<file path="src/hw/rtl/cct_pkg.sv">
// Shared types, constants and month-length function for the calendar clock.
// No dependencies.
`timescale 1ns / 1ps
`default_nettype none

package cct_pkg;

  localparam logic ACT_TICK = 1'b0;
  localparam logic ACT_LOAD = 1'b1;

  localparam logic [5:0]  SEC_MAX   = 6'd59;
  localparam logic [5:0]  MIN_MAX   = 6'd59;
  localparam logic [4:0]  HOUR_MAX  = 5'd23;
  localparam logic [3:0]  MONTH_MIN = 4'd1;
  localparam logic [3:0]  MONTH_MAX = 4'd12;
  localparam logic [4:0]  DAY_MIN   = 5'd1;

  localparam logic [4:0]  DAYS_LONG     = 5'd31;
  localparam logic [4:0]  DAYS_SHORT    = 5'd30;
  localparam logic [4:0]  DAYS_FEB      = 5'd28;
  localparam logic [4:0]  DAYS_FEB_LEAP = 5'd29;

  localparam logic [3:0]  MON_FEB = 4'd2;
  localparam logic [3:0]  MON_APR = 4'd4;
  localparam logic [3:0]  MON_JUN = 4'd6;
  localparam logic [3:0]  MON_SEP = 4'd9;
  localparam logic [3:0]  MON_NOV = 4'd11;

  localparam logic [15:0] YEAR_RST  = 16'd2017;
  localparam logic [3:0]  MONTH_RST = 4'd12;
  localparam logic [4:0]  DAY_RST   = 5'd31;

  typedef struct packed {
    logic        action;
    logic [15:0] load_year;
    logic [3:0]  load_month;
    logic [4:0]  load_day;
    logic [4:0]  load_hour;
    logic [5:0]  load_minute;
    logic [5:0]  load_second;
  } item_t;

  typedef struct packed {
    logic [15:0] cur_year;
    logic [3:0]  cur_month;
    logic [4:0]  cur_day;
    logic [4:0]  cur_hour;
    logic [5:0]  cur_minute;
    logic [5:0]  cur_second;
    logic        load_rejected;
  } result_t;

  typedef struct packed {
    logic [15:0] year;
    logic [3:0]  month;
    logic [4:0]  day;
    logic [4:0]  hour;
    logic [5:0]  minute;
    logic [5:0]  second;
  } cal_t;

  function automatic logic [4:0] month_len(input logic [3:0] month, input logic leap);
    logic [4:0] len;
    len = DAYS_LONG;
    if (month == MON_FEB) begin
      len = leap ? DAYS_FEB_LEAP : DAYS_FEB;
    end else if (month == MON_APR || month == MON_JUN ||
                 month == MON_SEP || month == MON_NOV) begin
      len = DAYS_SHORT;
    end
    return len;
  endfunction

endpackage

`default_nettype wire

</file>
<file path="src/hw/rtl/cct_leap.sv">
// Gregorian leap-year test on a 16-bit year.
// Depends on nothing; divide by 100 is a reciprocal multiply.
`timescale 1ns / 1ps
`default_nettype none

module cct_leap (
  input  wire logic [15:0] year,
  output logic             leap
);

  // floor(y/100) = (y * 83887) >> 23, exact for all 16-bit y
  localparam logic [16:0] RECIP_100   = 17'd83887;
  localparam int          RECIP_SHIFT = 23;

  logic [32:0] prod;
  logic [9:0]  quot;
  logic [15:0] quot_x100;
  logic        div100;

  assign prod      = {17'd0, year} * {16'd0, RECIP_100};
  assign quot      = prod[RECIP_SHIFT +: 10];
  assign quot_x100 = {quot, 6'd0} + {1'b0, quot, 5'd0} + {4'd0, quot, 2'd0};
  assign div100    = (quot_x100 == year);
  // divisible by 400: divisible by 100 and quotient divisible by 4
  assign leap      = (year[1:0] == 2'd0) && (!div100 || (quot[1:0] == 2'd0));

endmodule

`default_nettype wire

</file>
<file path="src/hw/rtl/cct_step.sv">
// Next-state logic: one-second carry chain or validated load.
// Uses cct_pkg and cct_leap.
`timescale 1ns / 1ps
`default_nettype none

module cct_step (
  input  wire cct_pkg::cal_t  cal,
  input  wire cct_pkg::item_t item,
  output cct_pkg::cal_t       cal_next,
  output logic                rejected
);

  import cct_pkg::*;

  logic        is_load;
  logic [15:0] year_sel;
  logic [3:0]  month_sel;
  logic        leap;
  logic [4:0]  mlen;
  logic        load_ok;
  logic        c_sec, c_min, c_hour, c_day, c_month;
  cal_t        ticked;

  assign is_load   = (item.action == ACT_LOAD);
  assign year_sel  = is_load ? item.load_year  : cal.year;
  assign month_sel = is_load ? item.load_month : cal.month;

  cct_leap u_leap (
    .year (year_sel),
    .leap (leap)
  );

  assign mlen = month_len(month_sel, leap);

  assign load_ok = (item.load_month >= MONTH_MIN) && (item.load_month <= MONTH_MAX) &&
                   (item.load_day >= DAY_MIN) && (item.load_day <= mlen) &&
                   (item.load_hour <= HOUR_MAX) && (item.load_minute <= MIN_MAX) &&
                   (item.load_second <= SEC_MAX);

  assign c_sec   = (cal.second >= SEC_MAX);
  assign c_min   = c_sec  && (cal.minute >= MIN_MAX);
  assign c_hour  = c_min  && (cal.hour >= HOUR_MAX);
  assign c_day   = c_hour && (cal.day >= mlen);
  assign c_month = c_day  && (cal.month >= MONTH_MAX);

  always_comb begin
    ticked.second = c_sec   ? 6'd0      : cal.second + 6'd1;
    ticked.minute = !c_sec  ? cal.minute : (c_min   ? 6'd0      : cal.minute + 6'd1);
    ticked.hour   = !c_min  ? cal.hour   : (c_hour  ? 5'd0      : cal.hour + 5'd1);
    ticked.day    = !c_hour ? cal.day    : (c_day   ? DAY_MIN   : cal.day + 5'd1);
    ticked.month  = !c_day  ? cal.month  : (c_month ? MONTH_MIN : cal.month + 4'd1);
    ticked.year   = c_month ? cal.year + 16'd1 : cal.year;
  end

  always_comb begin
    cal_next = cal;
    rejected = 1'b0;
    if (!is_load) begin
      cal_next = ticked;
    end else if (load_ok) begin
      cal_next.year   = item.load_year;
      cal_next.month  = item.load_month;
      cal_next.day    = item.load_day;
      cal_next.hour   = item.load_hour;
      cal_next.minute = item.load_minute;
      cal_next.second = item.load_second;
    end else begin
      rejected = 1'b1;
    end
  end

endmodule

`default_nettype wire

</file>
<file path="src/hw/rtl/calendar_clock_tick.sv">
// Calendar clock top level: input register, calendar state, result register.
// Uses cct_pkg and cct_step.
// Items go from the input register through one cct_step pass to the result register.
// Throughput: one transaction per cycle while no result is held by result_stall.
// Reset (rst, synchronous): 31 Dec 2017 00:00:00, pipeline empty.
`timescale 1ns / 1ps
`default_nettype none

module calendar_clock_tick (
  input  wire logic             clk,
  input  wire logic             rst,
  input  wire logic             item_valid,
  output logic                  item_stall,
  input  wire cct_pkg::item_t   item,
  output logic                  result_valid,
  input  wire logic             result_stall,
  output cct_pkg::result_t      result
);

  import cct_pkg::*;

  logic  s1_valid;
  item_t s1_item;
  cal_t  cal;
  cal_t  cal_next;
  logic  step_rejected;
  logic  advance;
  logic  accept;

  assign advance    = !result_valid || !result_stall;
  assign item_stall = s1_valid && !advance;
  assign accept     = item_valid && !item_stall;

  cct_step u_step (
    .cal      (cal),
    .item     (s1_item),
    .cal_next (cal_next),
    .rejected (step_rejected)
  );

  always_ff @(posedge clk) begin
    if (rst) begin
      s1_valid <= 1'b0;
    end else if (accept) begin
      s1_valid <= 1'b1;
    end else if (advance) begin
      s1_valid <= 1'b0;
    end
  end

  always_ff @(posedge clk) begin
    if (accept) begin
      s1_item <= item;
    end
  end

  always_ff @(posedge clk) begin
    if (rst) begin
      cal.year   <= YEAR_RST;
      cal.month  <= MONTH_RST;
      cal.day    <= DAY_RST;
      cal.hour   <= 5'd0;
      cal.minute <= 6'd0;
      cal.second <= 6'd0;
    end else if (s1_valid && advance) begin
      cal <= cal_next;
    end
  end

  always_ff @(posedge clk) begin
    if (rst) begin
      result_valid <= 1'b0;
    end else if (advance) begin
      result_valid <= s1_valid;
    end
  end

  always_ff @(posedge clk) begin
    if (s1_valid && advance) begin
      result.cur_year      <= cal_next.year;
      result.cur_month     <= cal_next.month;
      result.cur_day       <= cal_next.day;
      result.cur_hour      <= cal_next.hour;
      result.cur_minute    <= cal_next.minute;
      result.cur_second    <= cal_next.second;
      result.load_rejected <= step_rejected;
    end
  end

`ifndef SYNTHESIS
  a_stall_needs_item: assert property (@(posedge clk) disable iff (rst)
    item_stall |-> s1_valid)
    else $error("input stalled with empty input register");

  a_tick_not_rejected: assert property (@(posedge clk) disable iff (rst)
    (s1_valid && advance && s1_item.action == ACT_TICK) |=> !result.load_rejected)
    else $error("tick reported as rejected load");

  a_reject_holds_cal: assert property (@(posedge clk) disable iff (rst)
    (s1_valid && advance && step_rejected) |=> $stable(cal))
    else $error("rejected load changed the calendar");

  a_tick_second_only: assert property (@(posedge clk) disable iff (rst)
    (s1_valid && advance && s1_item.action == ACT_TICK && cal.second != SEC_MAX)
    |=> (cal.second == $past(cal.second) + 6'd1) && (cal.minute == $past(cal.minute)))
    else $error("tick without carry altered more than the seconds");
`endif

endmodule

`default_nettype wire
</file>
<file path="config.mk">
export PLATFORM = sky130hd
export DESIGN_NAME = calendar_clock_tick
export DESIGN_NICKNAME = d
export VERILOG_FILES = /design/src/hw/rtl/cct_pkg.sv /design/src/hw/rtl/cct_leap.sv /design/src/hw/rtl/cct_step.sv /design/src/hw/rtl/calendar_clock_tick.sv
export SDC_FILE = /design/constraint.sdc
export NUM_CORES = 1
export LEC_CHECK = 0
export ABC_CLOCK_PERIOD_IN_PS = 11500
export BUFFER_PORTS_ARGS = -buffer_cell sky130_fd_sc_hd__buf_2
export CELL_PAD_IN_SITES_DETAIL_PLACEMENT = 1
export CELL_PAD_IN_SITES_GLOBAL_PLACEMENT = 2
export CORE_AREA = 2 2 173 175
export CTS_BUF_LIST = sky130_fd_sc_hd__clkbuf_4
export DETAILED_ROUTE_END_ITERATION = 6
export DIE_AREA = 0 0 175 177
export PLACE_DENSITY_LB_ADDON = 0.1
export RECOVER_POWER = 50
export SLEW_MARGIN = 40
export SYNTH_ARGS = -nofsm -noshare
export SYNTH_HDL_FRONTEND = slang
export SYNTH_SLANG_ARGS = --single-unit
</file>
<file path="constraint.sdc">
create_clock -name clk -period 11.5 [get_ports clk]
set_input_delay 2.3 -clock clk [delete_from_list [all_inputs] [get_ports clk]]
set_output_delay 2.3 -clock clk [all_outputs]
set_load 0.02 [all_outputs]
</file>
# Yosys cells after proc, flatten, opt, wreduce, memory -nomap -nowiden
# Index checks and enable logic that the tools add are counted.
dict set report word_totals {
  register_bits 130
  latch_bits 0
  ram_bits 0
  rom_bits 0
  output_inout_bits 45
  elab_cells 96
  memories 0
}
dict set report op_classes {
  add_sub_neg 8
  mul 1
  n_div 0
  order_cmp 12
  eq_ne 6
  shift 0
  mux 20
  bitwise_logic 0
  reduce_logical 27
}
# cell count
set ops {}
lappend ops {{two-way mux 42 bit} 2}
lappend ops {{multiplier 16 x 17 -> 33 bit, second input constant} 1}
lappend ops {{two-way mux 16 bit} 2}
lappend ops {{two-way mux 5 bit} 4}
lappend ops {{two-way mux 6 bit} 3}
lappend ops {{adder 16 x 1 -> 16 bit, second input constant} 1}
lappend ops {{adder 16 x 12 -> 16 bit} 1}
lappend ops {{adder 16 x 15 -> 16 bit} 1}
lappend ops {{equality test 16 bit} 1}
lappend ops {{logical AND 1 bit} 14}
lappend ops {{adder 6 x 1 -> 6 bit, second input constant} 2}
lappend ops {{greater-or-equal comparator 6 bit, second input constant} 2}
lappend ops {{less-or-equal comparator 6 bit, second input constant} 2}
lappend ops {{two-way mux 4 bit} 3}
lappend ops {{adder 5 x 1 -> 5 bit, second input constant} 2}
lappend ops {{equality test 4 x 3 -> 1 bit, second input constant} 2}
lappend ops {{equality test 4 bit, second input constant} 2}
lappend ops {{greater-or-equal comparator 5 x 1 -> 1 bit, second input constant} 1}
lappend ops {{greater-or-equal comparator 5 bit} 1}
lappend ops {{greater-or-equal comparator 5 bit, second input constant} 1}
lappend ops {{less-or-equal comparator 5 bit} 1}
lappend ops {{less-or-equal comparator 5 bit, second input constant} 1}
lappend ops {{zero test 1 bit} 5}
lappend ops {{logical OR 1 bit} 5}
lappend ops {{9 further kinds} 14}

# Depth between registers and ports, before layout
# Gate-level depths: netlist of the first run.
dict set report depth {
  depth_word 17
  depth_mapped 48
}

# Modules after synthesis
# A second synthesis of the first run with hierarchy kept.
dict set report hier_totals {
  cells_unflattened 1250
  hier_area_um2 12613.3
}
# module n_inst cells_per_inst area_per_inst_um2 seq_area_each_um2
set by_module_without_submodules {}
lappend by_module_without_submodules {cct_leap 1 609 5733.0 0.0}
lappend by_module_without_submodules {calendar_clock_tick 1 278 4513.1 3463.3}
lappend by_module_without_submodules {cct_step 1 363 2367.3 0.0}

# Worst setup path before layout of the first run
# Ideal clock, no wire load.
dict set report synth_path {
  path_type {flip-flop to flip-flop}
  from {register s1_item[42] (netlist bit)}
  to {register result[41] (netlist bit), data pin}
  setup_time_ns 0.255
  t_arrival_ns 10.190
  t_required_ns 11.245
  slack_ns 1.055
  stages_incl_launch_ff 45
  path_buffers 4
  synth_period_minus_slack_ns 10.445
  cell_sequence {edfxtp_1 -> buf_4 -> buf_2 -> buf_2 -> buf_1 -> mux2i_1 -> inv_1 -> fa_1 -> inv_1 -> fa_1 -> fa_1 -> fa_1 -> inv_1 -> fa_1 -> inv_1 -> fa_1 -> inv_1 -> ha_1 -> (+9 left out) -> inv_1 -> ha_1 -> a21oi_1 -> o22ai_1 -> o41ai_1 -> nor2b_1 -> o211ai_1 -> o311a_1 -> a41oi_1 -> ha_1 -> nand2b_1 -> a21oi_1 -> nor3b_2 -> nand4_1 -> nor2_2 -> nand4_1 -> o21ai_0 -> o21ba_2}
}
# element line_no
set synth_rtl {}
lappend synth_rtl {{start: declaration} calendar_clock_tick.sv:23} ;# item_t s1_item;
lappend synth_rtl {{start signal: assignment} calendar_clock_tick.sv:53} ;# s1_item <= item;
lappend synth_rtl {{end: declaration} calendar_clock_tick.sv:17} ;# output cct_pkg::result_t result

==> metrics list, run 1 <==
- The flow ran to the end, but the final reports show violations.
* Failing checks: max-capacitance violations, max-slew violations
* Synth Net Count: 1465
- Entering global routing, the biggest net connects 71 pins.
- Data on the critical path is required at its endpoint by 11960 ps.
* Final hold violation count: 0
- Cell repeated most along the worst path: fa_1
- Maximum buffer depth of the clock tree: 2
* Cell chosen for the clock root: clkbuf_4
* Largest fanout on the critical path: 13
- Summed over all instances, the cell type with the most area after synthesis is edfxtp_1.
- Based on the critical path, the design can be clocked at up to between 90 and 100 MHz.
- Number of library cell types mapped by synthesis: 80
- The floorplan has 63 rows.
- The worst pin sits at a relative slew slack of -43.0%.
- The die covers approximately 31000 sq um.
- The worst hold path begins at cal[7]$_SDFFE_PP0P_.
* Dominant combinational cell family by area after synthesis: adder cells
- Yosys mapped a number of flops with a built-in enable equal to between 80 and 90.
* Buffers added on ports: 91
- Crit path largest cell delay: 630 ps
- Global routing used between 20 and 25% of the available tracks.
- For this run, the number of Yosys warnings is 0.
* Number of antenna violations at the first check in global routing: 1
- Global-route wire length before repair: between 50000 and 60000 microns
- In the routed design, unresolved DRC markers number 0.
- After synthesis the netlist holds a flip-flop and latch count of 130.
* Data arrival time of the critical path: 11500 ps
- Number of buffers created by CTS: 17
* Setup TNS: 0 ps
- Fraction of synthesis flops using an asynchronous set or reset pin: 0%
* Ratio of routed vias to standard cells: slightly above 5
- Clock transition at path regs: between 100 and 150 ps
* Number of routed nets with antenna violations: 0
* Count of cells along the worst hold path: 2
- Dominant synthesized flop cell: edfxtp_1
* Y dimension of the die: 177 microns
* Slowest stage cell, crit path: fa_2
- 92 I/O pins were placed.
- Critical register-to-register path endpoint: cal[24]$_SDFFE_PP1P_
- The later pin in the worst-skew pair is clocked with a latency of slightly below 600 ps.
- The worst hold path belongs to the class flop to flop.
- CP endpoint kind: flop
* Final clock period utilization by the worst path: roughly 96%
- Compound-gate portion of the synthesized area: a little under an eighth
* Crit-path leading delay family: adder cells
- Summing the areas of all fa, ha and maj instances in the mapped netlist gives roughly a third of the synthesized area.
* Simple-gate area share of the yosys netlist: between 10% and 20%
- Via count of the first global-routing pass: just over 9000
- Once layout is complete, the utilization of the core stands at roughly 45%.
- Sequential cell area fraction in the yosys report: 29.6%
* Final slew viol count: ~120
- Register-to-register path setup slack: roughly 460 ps
- Slew at the pin with the worst max-slew slack: around 2100 ps
* Placeable core region: about 30000 sq um
* Top-area cell type share of the netlist area: 22.0%
- Min Tclk post-route: 11040 ps
- Reg-to-reg startpoint: s1_item[42]$_DFFE_PP_
- Max-cap violations in this run came to 4.
- Number of clock sinks: between 100 and 150
- Global-route track usage on met3: around 2.3%
* Average routed wire per standard cell: 19.4 microns
- After Yosys synthesis, XOR and XNOR cells account for 2.87% of the synthesized area.
- Via count: about 8600
- CTS built an H-tree with a depth of 4.
- Once detailed placement completed, the half-perimeter wirelength came to around 26000 microns.
- After technology mapping, the gate count stands at about 1200.
- Hold Path Sink: cal[7]$_SDFFE_PP0P_
- Setup Viol. Count Final: 0
- Routability Congestion: 0.852
- Syn avg cell area: roughly 10 sq um
- Compared with the post-synthesis result, the final layout area differs by 12.3%.
* Number of nets in the finished design: ~1600
* Most instantiated library cell after synthesis: inv_1
* Horizontal die dimension: around 180 microns
- Global-route track usage on met2: around 40%
* Sum of buffers and inverters on the critical path: 7
- Fraction of final layout cells with drive strength greater than 1: 12.9%
* Starting density of the core: approximately two fifths
- Most frequent cells after synthesis: 220 x inv_1, 160 x ha_1, 102 x fa_1, 86 x edfxtp_1, 64 x nor2_1
- TritonCTS built the clock tree.
- Most area-consuming cells after synthesis: edfxtp_1 22%, fa_1 17%, ha_1 17%
- Cell count of the worst reg-to-reg path: between 40 and 50
* Area of the mapped netlist: 11700 sq um
* Initial DRC Count: approximately 390
* Fraction of synthesized area in multiplexers: 1.95%
* Critical Path Source Type: flop
- The layout has roughly 3400 filler cells.
- Global routing used 27.8% of the available met1 tracks.
* DRT Pass-1 Iters: 5
- On the final layout, the worst clock skew is 24.5 ps.
- For this run the aggregate overflow at the end of global routing stands at 0.
- Gr busiest metal: met2
- Final WL: roughly 33000 microns
* Start-to-end type of the worst setup path: flop to flop
## cell families after synthesis
group,after synthesis
adder cells (fa/ha/maj),262
AND/OR/NAND/NOR,255
buffers and inverters,251
AO/OA/AOI/OAI,200
flip-flops,130
XOR/XNOR,36
multiplexers,22
## what timing repair did
action                                  4_1_cts  5_1_grt
resized for setup                             1       19
pin swaps                                     1        7
endpoints found under the setup margin        4       85
setup buffers                                 0        8
gates cloned                                  0        0
hold buffers                                  0        0
## state kept, by name, summed over array words and instances (netlist names)
name / cells
s1_valid: 1
result_valid: 1
result: 43
s1_item: 43
cal: 42
## worst max-delay path by stage
stage                                      from              endpoint  slack [ps]  cells past startpoint
after CTS                 s1_item[42]$_DFFE_PP_  cal[24]$_SDFFE_PP1P_          10                     39
after global routing      s1_item[42]$_DFFE_PP_  cal[24]$_SDFFE_PP1P_        -180                     43
after detailed placement  s1_item[42]$_DFFE_PP_  cal[24]$_SDFFE_PP1P_           5                     39
after floorplan           s1_item[42]$_DFFE_PP_  result[41]$_DFFE_PP_        1050                     44
final                     s1_item[42]$_DFFE_PP_  cal[24]$_SDFFE_PP1P_         460                     42
after global placement    s1_item[42]$_DFFE_PP_  cal[24]$_SDFFE_PP1P_         200                     39
## tightest hold or removal path: stages (launching register included)
cell	delay, ps
dfxtp_1	360
nand2_1	70
a21oi_1	50
## cells in the final DEF, fill, tap and decap left out, types with 15 or more instances in the layout
cell type,synthesis,final
inv_1,220,220
ha_1,160,160
fa_1,102,101
edfxtp_1,86,86
nor2_1,64,63
nand2_1,63,63
buf_2,3,53
a21oi_1,51,50
dfxtp_1,44,44
clkbuf_1,20,41
o21ai_0,36,35
buf_4,2,28
nand3_1,27,27
xnor2_1,20,19
clkbuf_4,0,18
nor3_1,18,15
## stage by stage
stage | cell area (sq um) | hold slack, ps | worst slack (ps) | cells
after global placement | 12700 | 474 | 205 | 1633
after global routing | 13200 | 546 | -179 | 1674
after CTS | 13100 | 512 | 14.8 | 1665
after floorplan | 11700 | 450 | 1050 | 1156
final | 13200 | 508 | 463 | 1674
after detailed placement | 12700 | 486 | 5.22 | 1633
## routing by layer
metal / vias up / share of wire (%)
met5: - / 0
li1: 4186 / -
met3: 24 / 2.5
met1: 4272 / 44
met4: 0 / 1.1
met2: 112 / 52
## cell type report
class / instances / area, sq um / area share (%)
Multi-Input combinational cell: 775 / 7390 / 56.2
Clock inverter: 14 / 189 / 1.44
Antenna cell: 1 / 2.50 / 0.0190
Clock buffer: 18 / 135 / 1.03
Timing Repair Buffer: 124 / 652 / 4.95
Tap cell: 390 / 488 / 3.71
Inverter: 222 / 835 / 6.34
Sequential cell: 130 / 3460 / 26.3
Power of run 1 is left out: the tool's default activity adds up to more than one toggle a clock period on the data nets, which glitch-free logic cannot reach.
==> inputs of run 2 (changes only) <==
- CORE_AREA: 2 2 173 175 -> 2 2 179 181
- DIE_AREA: 0 0 175 177 -> 0 0 181 183
- SYNTH_HIERARCHICAL: default -> 1
==> run 2 against run 1 <==
The run still ends with max-capacitance violations, max-slew violations left. Core utilization is 1.2 points higher. Flip-flop and latch count did not move. Sequential share of layout area down 2.3 points. Synthesized cell count increased by 8.1%. Non-clock buffer count up 48. Synthesized area increased by 7.6%. Routed wire length rose by 7.5%. Via count is 9.7% higher. Worst setup slack worse by 51 ps. Clock skew rose by 0.94 ps. Critical endpoint is now cal[6]$_SDFFE_PP0P_. Highest routed layer unchanged.
==> metrics list, run 2 <==
- Yosys mapped a number of flops with a built-in enable equal to 86.
- After synthesis, flip-flops and latches occupy a little over a quarter of the total area.
- Placeable core region: 31200 sq um
* Crit-path leading delay family: adder cells
- Most frequent cells after synthesis: 226 x inv_1, 157 x ha_1, 105 x fa_1, 86 x edfxtp_1, 73 x nor2_1
- Hold WC Path Type: flop to flop
* Largest fanout on the critical path: 10
- The root buffer cell chosen for the clock tree is clkbuf_4.
- TritonCTS built the clock tree.
- Among all cell types in the netlist, the one instantiated most often is inv_1.
* DRT Pass-1 Iters: 5
* Starting density of the core: just over 40%
- Global routing consumed, over all layers together, 21.9% of the routing resources.
- Pin count of the biggest net entering global routing: 87
- Synth Warn #: 6
- Max_slew headroom: -86.7%
- The sequential cells in the finished layout cover a total of about 3500 sq um.
- Die footprint: roughly 33000 sq um
- Clock latency reported for the late side of the worst-skew pair: 580 ps
* Number of antenna violations at the first check in global routing: 1
- After clock tree synthesis, the clock-pin slew on the worst setup and hold paths is ~120 ps.
* Final WL: between 30000 and 40000 microns
- Max Clock Skew: approximately 25 ps
- Multi-input combinational cell area: about 8200 sq um
* Detail Placement HPWL: approximately 28000 microns
* Syn avg cell area: 10.1 sq um
- Dominant cell type by area after synthesis: edfxtp_1
* Dominant synthesized flop cell: edfxtp_1
- Most area-consuming cells after synthesis: edfxtp_1 20%, fa_1 17%, ha_1 16%
* Ports placed on the boundary: 92
- Required time at the endpoint of the critical path: approximately 12000 ps
- CP endpoint kind: flop
- Syn Inst Count: roughly 1300
- Number of routed nets with antenna violations: 0
- The cell area that synthesis handed to floorplanning was ~13000 sq um.
* Residual DRC: 0
- Most frequent cells in the layout: 223 x inv_1, 153 x ha_1, 100 x fa_1
- At the pin with the least slew margin, the transition time is approximately 2800 ps.
* Start-to-end type of the worst setup path: flop to flop
* Setup Viol. Count Final: 0
* Number of H-tree branching levels: 4
* Leading registers by flop count: result x43, s1_item x43, cal x42
- After detailed routing, the number of vias per cell comes to about 5.2.
- Relative to the synthesized area, the layout overhead comes to 14.5%.
* Final slew viol count: 44
- The floorplan has 65 rows.
* Cell repeated most along the worst path: fa_1
* Fillers: 3553
* Number of clock sinks: 130
- The synthesized design devotes to its leading area cell type approximately a fifth of total area.
- Number of buffers created by CTS: 17
* Final clock period utilization by the worst path: just under 100%
* Peak Freq: between 90 and 100 MHz
* Routability Congestion: 0.875
- Synth Net Count: around 1600
- STA classifies the critical path startpoint as a flop.
- Register bit total from synthesis: 130
* Global-route wire length before repair: ~56000 microns
- Fraction of final layout cells with drive strength greater than 1: around 17%
- Summing over every cut layer, the via total after detailed routing is 9428.
* Maximum buffer depth of the clock tree: 2
- Most common cell after layout, fill and taps aside: inv_1
- After detailed routing, the average wire length per cell comes to 19.3 microns.
- The number of buffers and inverters on the critical path is 10.
- Final global-route overflow total: 0
- Y dimension of the die: about 180 microns
* Buffers added on ports: 91
- The clock period could shrink to 11090 ps.
* Number of max-cap violations: 1
* Slowest stage cell, crit path: fa_1
- For this design, the CTS-stage hold fixing added 0 buffers.
- From left edge to right edge, the die measures around 180 microns.
- The checks that failed: max-capacitance violations, max-slew violations.
* Fraction of synthesis flops using an asynchronous set or reset pin: 0%
- In this design, the stage delay of the slowest critical-path cell is 560 ps.
- Final hold violation count: 0
- Data arrival time of the critical path: between 10000 and 15000 ps
- Final cell utilization of the core: between 40 and 50%
- In this run, the number of DRC markers left after iteration 0 of detailed routing was about 350.
* Result of the run: finished, violations left
- Via count of the first global-routing pass: slightly above 10000
- In this run, distinct cell masters in the synthesized netlist total 81.
- The net count of the finished layout is approximately 1700.
run 2: cell count changes after synthesis, moves of 7 or more:
cell and delta:
nor4_1 +8, nand3_1 +10, a31oi_1 +8, nand2b_1 +58, nor3_1 -7, nor2_1 +9
mux2i_1 +55, nand4_1 +11, a21oi_1 -29, o21ai_0 -22
run 2: final cells by class:
| cell class | count | area share (%) |
|---|---|---|
| Multi-Input combinational cell | 851 | 57.1 |
| Tap cell | 402 | 3.48 |
| Sequential cell | 130 | 24.0 |
| Clock inverter | 14 | 1.14 |
| Clock buffer | 18 | 0.936 |
| Antenna cell | 1 | 0.0173 |
| Inverter | 227 | 5.91 |
| Timing Repair Buffer | 172 | 7.41 |
run 2: path summary, 6_finish.rpt:
kind                            cells after the start                    to  slack (ps)                  start
worst max-delay path                               44   cal[6]$_SDFFE_PP0P_         410  s1_item[42]$_DFFE_PP_
worst min-delay path                                2  cal[41]$_SDFFE_PP0P_         510   cal[41]$_SDFFE_PP0P_
worst max register to register                     44   cal[6]$_SDFFE_PP0P_         410  s1_item[42]$_DFFE_PP_
worst min register to register                      2  cal[41]$_SDFFE_PP0P_         510   cal[41]$_SDFFE_PP0P_
run 2: logic make-up after synthesis:
| group | after synthesis | synth area share, % |
|---|---|---|
| xor gates and xnor gates | 36 | 2.61 |
| buffers and inverters | 269 | 9.08 |
| and+or+nand+nor | 343 | 14.4 |
| muxes | 75 | 6.03 |
| AOI/OAI and AO/OA | 135 | 8.15 |
| DFF | 130 | 27.5 |
| adders and majority gates | 262 | 32.2 |
run 2: stage by stage:
stage	hold WS, ps	instance area, sq um	setup WS [ps]	cells	setup TNS, ps
detailed placement	496	13800	-139	1762	-2420
floorplan	448	12600	89.9	1250	0
global placement	475	13800	58.9	1762	0
global route	564	14400	-17.7	1815	-31.0
finish	510	14400	412	1815	0
CTS	515	14200	1.31	1798	0
run 2: worst register-to-register path, delay by kind of cell, from the launching register on:
kind	cells	cell delay, ps
simple gates	9	1300
xor+xnor	1	170
compound gates	13	3500
fa+ha+maj	10	4350
flops	1	400
buf+inv	10	1140
mux	1	70
run 2: what timing repair did:
action	in CTS	in global routing
gates cloned	1	0
setup endpoints to repair	59	85
pin swaps	0	20
setup buffers	3	16
gates resized for setup	9	45
run 2: per-layer routing:
metal  vias up  track usage, %  part of all wire, %  wire length (microns)
met5         -               0                    0                      0
met4         0            5.07                  1.5                    519
met3        30            2.44                  1.9                    658
met2       113            40.0                   51                  17800
met1      4721            27.8                   46                  16000
li1       4564               -                    -                      -
Power of run 2 is left out for the same reason.
